<file path="config.mk">
export PLATFORM = sky130hd
export DESIGN_NAME = npm_ctrl
export DESIGN_NICKNAME = d
export VERILOG_FILES = /design/src/design/npm_pkg.sv /design/src/design/npm_ctrl.sv
export SDC_FILE = /design/constraint.sdc
export NUM_CORES = 1
export LEC_CHECK = 0
export BUFFER_PORTS_ARGS = -buffer_cell sky130_fd_sc_hd__clkbuf_2
export CAP_MARGIN = 10
export CORE_MARGIN = 3
export CORE_UTILIZATION = 45
export CTS_BUF_LIST = sky130_fd_sc_hd__clkbuf_16
export CTS_CLUSTER_SIZE = 14
export DETAILED_ROUTE_END_ITERATION = 8
export HOLD_SLACK_MARGIN = 0.03
export MAX_ROUTING_LAYER = met4
export PLACE_DENSITY_LB_ADDON = 0.25
export SLEW_MARGIN = 20
export SYNTH_ARGS = -nofsm -noshare
export SYNTH_HDL_FRONTEND = slang
export SYNTH_SLANG_ARGS = --single-unit
export TNS_END_PERCENT = 10
</file>
<file path="constraint.sdc">
create_clock -name clk -period 1.6 [get_ports clk]
set_clock_uncertainty 0.15 [all_clocks]
set_input_delay 0.32 -clock clk [delete_from_list [all_inputs] [get_ports clk]]
set_output_delay 0.32 -clock clk [all_outputs]
set_load 0.01 [all_outputs]
</file>
<file path="src/design/npm_pkg.sv">
// Shared types and constants for the nearest prototype matcher.
// Used by npm_ctrl, npm_dp and nearest_prototype_norm_match.
`timescale 1ns / 1ps

package npm_pkg;

	typedef struct packed {
		logic               action;
		logic [8:0]         class_num;
		logic               noise_request;
		logic signed [15:0] y_value;
		logic signed [15:0] rx_value;
		logic signed [15:0] ry_value;
		logic signed [15:0] length_value;
		logic [15:0]        weight_y;
		logic [15:0]        weight_rx;
		logic [15:0]        weight_ry;
	} in_item_t;

	typedef struct packed {
		logic [15:0] score;
		logic [31:0] best_distance;
		logic [1:0]  status;
	} out_item_t;

	localparam logic        ACT_APPEND = 1'b0;
	localparam logic        ACT_MATCH  = 1'b1;

	localparam logic [1:0]  STATUS_MATCH  = 2'd0;
	localparam logic [1:0]  STATUS_NOISE  = 2'd1;
	localparam logic [1:0]  STATUS_APPEND = 2'd2;
	localparam logic [1:0]  STATUS_DROP   = 2'd3;

	localparam logic [1:0]  CFG_MIDPOINT = 2'd0;
	localparam logic [1:0]  CFG_CURL     = 2'd1;
	localparam logic [1:0]  CFG_CLASSES  = 2'd2;

	localparam logic [15:0] MIDPOINT_RST = 16'd8192;
	localparam logic [1:0]  CURL_RST     = 2'd2;
	localparam logic [9:0]  CLASSES_RST  = 10'd512;
	localparam logic [1:0]  CURL_CUBE    = 2'd3;

	localparam logic [15:0] NOISE_LEN_K = 16'd500;
	localparam logic [15:0] NOISE_MOM_K = 16'd8000;

	localparam logic [31:0] SAT32  = 32'hFFFF_FFFF;
	localparam logic [24:0] XCLAMP = 25'h100_0000;
	localparam logic [15:0] SCORE_FULL = 16'hFFFF;

	localparam logic [4:0]  DIV_RATIO_STEPS = 5'd24;
	localparam logic [4:0]  DIV_SCORE_STEPS = 5'd16;

	typedef enum logic [3:0] {
		ST_CLEAR,
		ST_IDLE,
		ST_CNT,
		ST_DECIDE,
		ST_SQ,
		ST_MUL,
		ST_ACC,
		ST_NEXT,
		ST_DIV1,
		ST_POW1,
		ST_POW2,
		ST_SCORE,
		ST_DIV2,
		ST_OUT
	} state_t;

	typedef enum logic [2:0] {
		RK_MATCH,
		RK_EMPTY,
		RK_NOISE,
		RK_APPEND,
		RK_DROP
	} res_kind_t;

	typedef struct packed {
		logic      cap;
		logic      clr_wr;
		logic      app_wr;
		logic      best_init;
		logic      sq_en;
		logic      mul_en;
		logic      acc_en;
		logic      k_inc;
		logic      div_ratio_start;
		logic      div_score_start;
		logic      div_step;
		logic      pow_sq;
		logic      pow_cube;
		logic      res_load;
		res_kind_t res_kind;
	} cmd_t;

	typedef struct packed {
		logic clr_last;
		logic is_append;
		logic is_noise;
		logic full;
		logic empty;
		logic k_last;
		logic div_last;
		logic cube;
		logic out_free;
	} sts_t;

endpackage

</file>
<file path="src/design/npm_ctrl.sv">
// Sequencing controller for the nearest prototype matcher.
// Depends on npm_pkg; drives npm_dp through cmd_t, reads sts_t.
`timescale 1ns / 1ps

module npm_ctrl (
	input  logic          clk,
	input  logic          arst_n,
	input  logic          in_valid,
	output logic          in_ready,
	input  npm_pkg::sts_t sts,
	output npm_pkg::cmd_t cmd
);
	import npm_pkg::*;

	state_t    state_q, state_d;
	res_kind_t kind_q, kind_d;

	always_comb begin
		if (sts.is_append) begin
			kind_d = sts.full ? RK_DROP : RK_APPEND;
		end else if (sts.is_noise) begin
			kind_d = RK_NOISE;
		end else if (sts.empty) begin
			kind_d = RK_EMPTY;
		end else begin
			kind_d = RK_MATCH;
		end
	end

	always_ff @(posedge clk or negedge arst_n) begin
		if (!arst_n) begin
			state_q <= ST_CLEAR;
			kind_q  <= RK_MATCH;
		end else begin
			state_q <= state_d;
			if (state_q == ST_DECIDE) begin
				kind_q <= kind_d;
			end
		end
	end

	// next state
	always_comb begin
		state_d = state_q;
		case (state_q)
			ST_CLEAR:  if (sts.clr_last) state_d = ST_IDLE;
			ST_IDLE:   if (in_valid) state_d = ST_CNT;
			ST_CNT:    state_d = ST_DECIDE;
			ST_DECIDE: begin
				if (kind_d == RK_NOISE || kind_d == RK_MATCH) begin
					state_d = ST_SQ;
				end else begin
					state_d = ST_OUT;
				end
			end
			ST_SQ:     state_d = ST_MUL;
			ST_MUL:    state_d = ST_ACC;
			ST_ACC:    state_d = (sts.is_noise || sts.k_last) ? ST_DIV1 : ST_NEXT;
			ST_NEXT:   state_d = ST_SQ;
			ST_DIV1:   if (sts.div_last) state_d = ST_POW1;
			ST_POW1:   state_d = sts.cube ? ST_POW2 : ST_SCORE;
			ST_POW2:   state_d = ST_SCORE;
			ST_SCORE:  state_d = ST_DIV2;
			ST_DIV2:   if (sts.div_last) state_d = ST_OUT;
			ST_OUT:    if (sts.out_free) state_d = ST_IDLE;
			default:   state_d = ST_IDLE;
		endcase
	end

	// outputs
	always_comb begin
		cmd          = '0;
		cmd.res_kind = kind_q;
		in_ready     = 1'b0;
		case (state_q)
			ST_CLEAR:  cmd.clr_wr = 1'b1;
			ST_IDLE: begin
				in_ready = 1'b1;
				cmd.cap  = in_valid;
			end
			ST_DECIDE: begin
				cmd.app_wr    = (kind_d == RK_APPEND);
				cmd.best_init = 1'b1;
			end
			ST_SQ:     cmd.sq_en = 1'b1;
			ST_MUL:    cmd.mul_en = 1'b1;
			ST_ACC: begin
				cmd.acc_en = 1'b1;
				if (sts.is_noise || sts.k_last) begin
					cmd.div_ratio_start = 1'b1;
				end else begin
					cmd.k_inc = 1'b1;
				end
			end
			ST_DIV1:   cmd.div_step = 1'b1;
			ST_POW1:   cmd.pow_sq = 1'b1;
			ST_POW2:   cmd.pow_cube = 1'b1;
			ST_SCORE:  cmd.div_score_start = 1'b1;
			ST_DIV2:   cmd.div_step = 1'b1;
			ST_OUT:    cmd.res_load = sts.out_free;
			default:   cmd = '0;
		endcase
	end

endmodule

</file>
# --- Word level (Yosys, flattened, before mapping) ---
# Index checks and enable logic that the tools add are counted.
op_classes:
  bitwise_logic: 0
  n_reduce_logical: 7
  n_shift: 0
  magnitude_cmp: 0
  n_mux: 28
  addsub: 0
  n_eq_ne: 20
  div_mod_pow: 0
  n_mul: 0
ops:
  columns: ["operator", "n"]
  rows:
  - ["$pmux W4 S14", 1]
  - ["$mux W4", 7]
  - ["$eq A4 B4 Y1 const B", 6]
  - ["$eq A4 B3 Y1 const B", 4]
  - ["$mux W1", 14]
  - ["$mux W3", 4]
  - ["$reduce_or A12 Y1", 1]
  - ["$ne A2 B2 Y1 const B", 5]
  - ["$eq A4 B2 Y1 const B", 2]
  - ["$eq A3 B2 Y1 const B", 2]
  - ["$reduce_and A5 Y1", 1]
  - ["$eq A4 B1 Y1 const B", 1]
  - ["$logic_not A4 Y1", 1]
  - ["$mux W2", 2]
  - ["$logic_not A3 Y1", 1]
  - ["$logic_or A1 B1 Y1", 2]
  - ["$reduce_or A2 Y1", 1]
totals:
  output_inout_bits: 18
  mem_count: 0
  wordCells: 57
  regBits: 7
  rom_bits: 0
  latch_bits: 0
  inputBits: 12
  mem_bits_rw: 0

# --- Longest topological paths before layout ---
logic_depth:
  word_depth: 7
  depth_mapped: 7
  depth_no_buf: 6

# --- Worst setup path before layout ---
# No wires, ideal clock.
synth_timing:
  path_kind: "reg-to-output"
  from: "register state_q[1]"
  to: "output port cmd[16] (netlist bit)"
  arrival_ns: 1.245
  path_stages_with_launch: 5
  n_path_buf: 1
  slack_ns: -0.115
  path_cell_list: "dfrtp_1 -> buf_4 -> nand2b_4 -> nor3_1 -> and2_1"
synth_rtl:
  columns: ["element", "line_no", "text"]
  rows:
  - ["from (decl)", "npm_ctrl.sv:15", "state_t state_q, state_d;"]
  - ["from (signal assigned)", "npm_ctrl.sv:35", "state_q <= state_d;"]
  - ["to (decl)", "npm_ctrl.sv:11", "output npm_pkg::cmd_t cmd"]

==> out/results.tsv <==
metric	value	unit
powerDensity	2230	mW/mm²
tightestPinTransition	0.272	ns
chipWidth	43.8	µm
ys_seq_elements	7	
holdWs	0.263	ns
dp_hpwl	1380	µm
gp_congestion	0.867	
syn-cell-area	643	µm²
synthAdderAreaFrac	0	
grt_start_max_net_pins	9	
period_share	1.15	
antenna_left	0	
io_buffers	29	
yosysSeqAreaShare	0.272	
worstPathRequired	1.13	ns
fin_util	0.818	
rsz0062_at_grt	true	
row_count	13	
cts_sinks	7	
yosysUniqueCellTypes	34	
cts_buffer_depth	2	
min_path_type	input port to flop	
wire_per_inst	16.6	µm
synth_top_family_by_area	simple AND/OR/NAND/NOR gates	
syn_inst	82	
syn_nets	94	
clkTransAtPathRegs	0.04	ns
synth_warnings	0	
nets	142	
firstDrtPassIters	4	
async_flop_share	1.00	
failed_checks	negative setup slack	
status	finished, violations left	
area_growth	67.5	%
irDropWorstVdd	1510	µV
vias	840	
finalSetupTns	-2.45	ns
drv_cap	0	
p_total	2.40	mW
placed_cells	135	
dieArea	0.00192	mm²
final_common_cell	clkbuf_2	
clock_latency	0.23	ns
layout_common_cells	20 x clkbuf_2, 14 x buf_4, 11 x nor2_1	
grt_pass1_vias	787	
chipHeight	43.8	µm
setup_ws	-0.234	ns
htreeDepth	1	
worstSetupEndpointType	output pin	
antenna_found_initial	0	
start_util	0.488	
synth_edf_count	0	
synth_compound_area_frac	0.272	
grt_use_total	0.260	
final_cells	144	
leakagePower	0.557	nW
io_pins	30	
fin_crit	1.83	ns
drive_gt1_frac	0.558	
synth.area.mux_share	0	
finalHoldViolCount	0	
ctsRootBufferMaster	clkbuf_16	
wl	2400	µm
grt_overflow	0	
viasPerCell	5.83	
max_clock_freq	0.545	GHz
yosys.area_share.simple	0.337	
critPathKind	flop to output pin	
drtIter0Drc	29	
route.detailed.drc	0	
avgSynthCellArea	7.84	µm²
synth_xor_area_frac	0.0136	
startpoint_type	flop	
grt_pass1_wl	3610	µm
critPathMaxFanout	4	
slew_violations	0	
crit_arrival	1.36	ns
final-setup-viol-count	18	
cts_tree	done	
relSlewSlack	0.818	
dominantRegCellSynth	dfrtp_1	
core	0.00132	mm²
diodes	0	
cts_buffers	3	
[kinds of logic (layout without fill, tap and decap cells)]
logic type	count (synthesis)	in the layout
AO/OA/AOI/OAI	23	23
XOR/XNOR	1	1
buffers and inverters	10	57
flip-flops	7	7
AND/OR/NAND/NOR	41	41
[metrics by stage]
stage	setup slack (ns)	area (µm²)
floorplan	0.00783	648
global placement	0.0123	868
detailed placement	-0.00378	868
CTS	-0.172	1030
global route	-0.305	1080
finish	-0.234	1080
[cell type report]
cell class,instances,area [µm²]
multi-input cells,65,469
repair buffers,48,305
fillers,88,240
flip-flops and latches,7,179
clock buffers,3,75.1
inverters,5,26.3
well taps,15,18.8
clock inverters,1,3.75
[synthesized netlist by cell type, types with 2 or more instances]
cell,n,area [µm²]
nor3_1,2,10.0
nor2_1,13,48.8
buf_6,3,33.8
inv_2,3,11.3
nand2b_1,2,12.5
nand3_2,2,20.0
o21ai_0,4,20.0
nor2b_1,2,12.5
and2_1,4,25.0
nand2_1,10,37.5
a21oi_2,2,17.5
a21o_1,2,15.0
buf_4,2,15.0
dfrtp_1,7,175
inv_1,2,7.51
a21oi_1,4,20.0
[power by group]
| part | switching (mW) | total [mW] | internal, mW |
|---|---|---|---|
| clock network | 0.109 | 0.435 | 0.327 |
| registers | 0.110 | 0.383 | 0.273 |
| logic | 0.828 | 1.58 | 0.754 |
| total | 1.05 | 2.40 | 1.35 |
[state kept, by name (all words and copies together) (netlist names)]
name and flops:
kind_q 3, state_q 4
[worst max-delay path, stage by stage, from the launching register on]
cell and delay (ns):
dfrtp_2 0.44, nor2_2 0.12, xor2_1 0.17, nand2_1 0.10, and2_1 0.16, clkbuf_2 0.13
[repair_timing]
action,4_1_cts,5_1_grt
pin swaps,6,7
gates cloned,0,0
resized for setup,11,20
buffers inserted,4,0
setup endpoints to repair,18,22
hold buffers,1,0
hold endpoints to repair,7,0
[metal layers]
metal,vias to the layer above,track usage,share of wire
li1,380,-,-
met5,-,-,0
met1,380,0.295,0.36
met3,16,0.0249,0.072
met2,64,0.433,0.52
met4,0,0.157,0.045
[path summary, 6_finish.rpt]
kind | depth (start not counted) | to | slack (ns) | start
setup / recovery | 5 | cmd[0] | -0.23 | state_q[0]
hold / removal | 4 | kind_q[1] | 0.26 | sts[5]
setup reg to reg | 5 | state_q[2] | 0 | state_q[0]
hold reg to reg | 1 | kind_q[2] | 0.33 | kind_q[2]
max in group asynchronous | 2 | state_q[2] | 0.78 | arst_n
min in group asynchronous | 2 | kind_q[1] | 0.34 | arst_n
No activity file was read; power rests on OpenSTA's default activity.
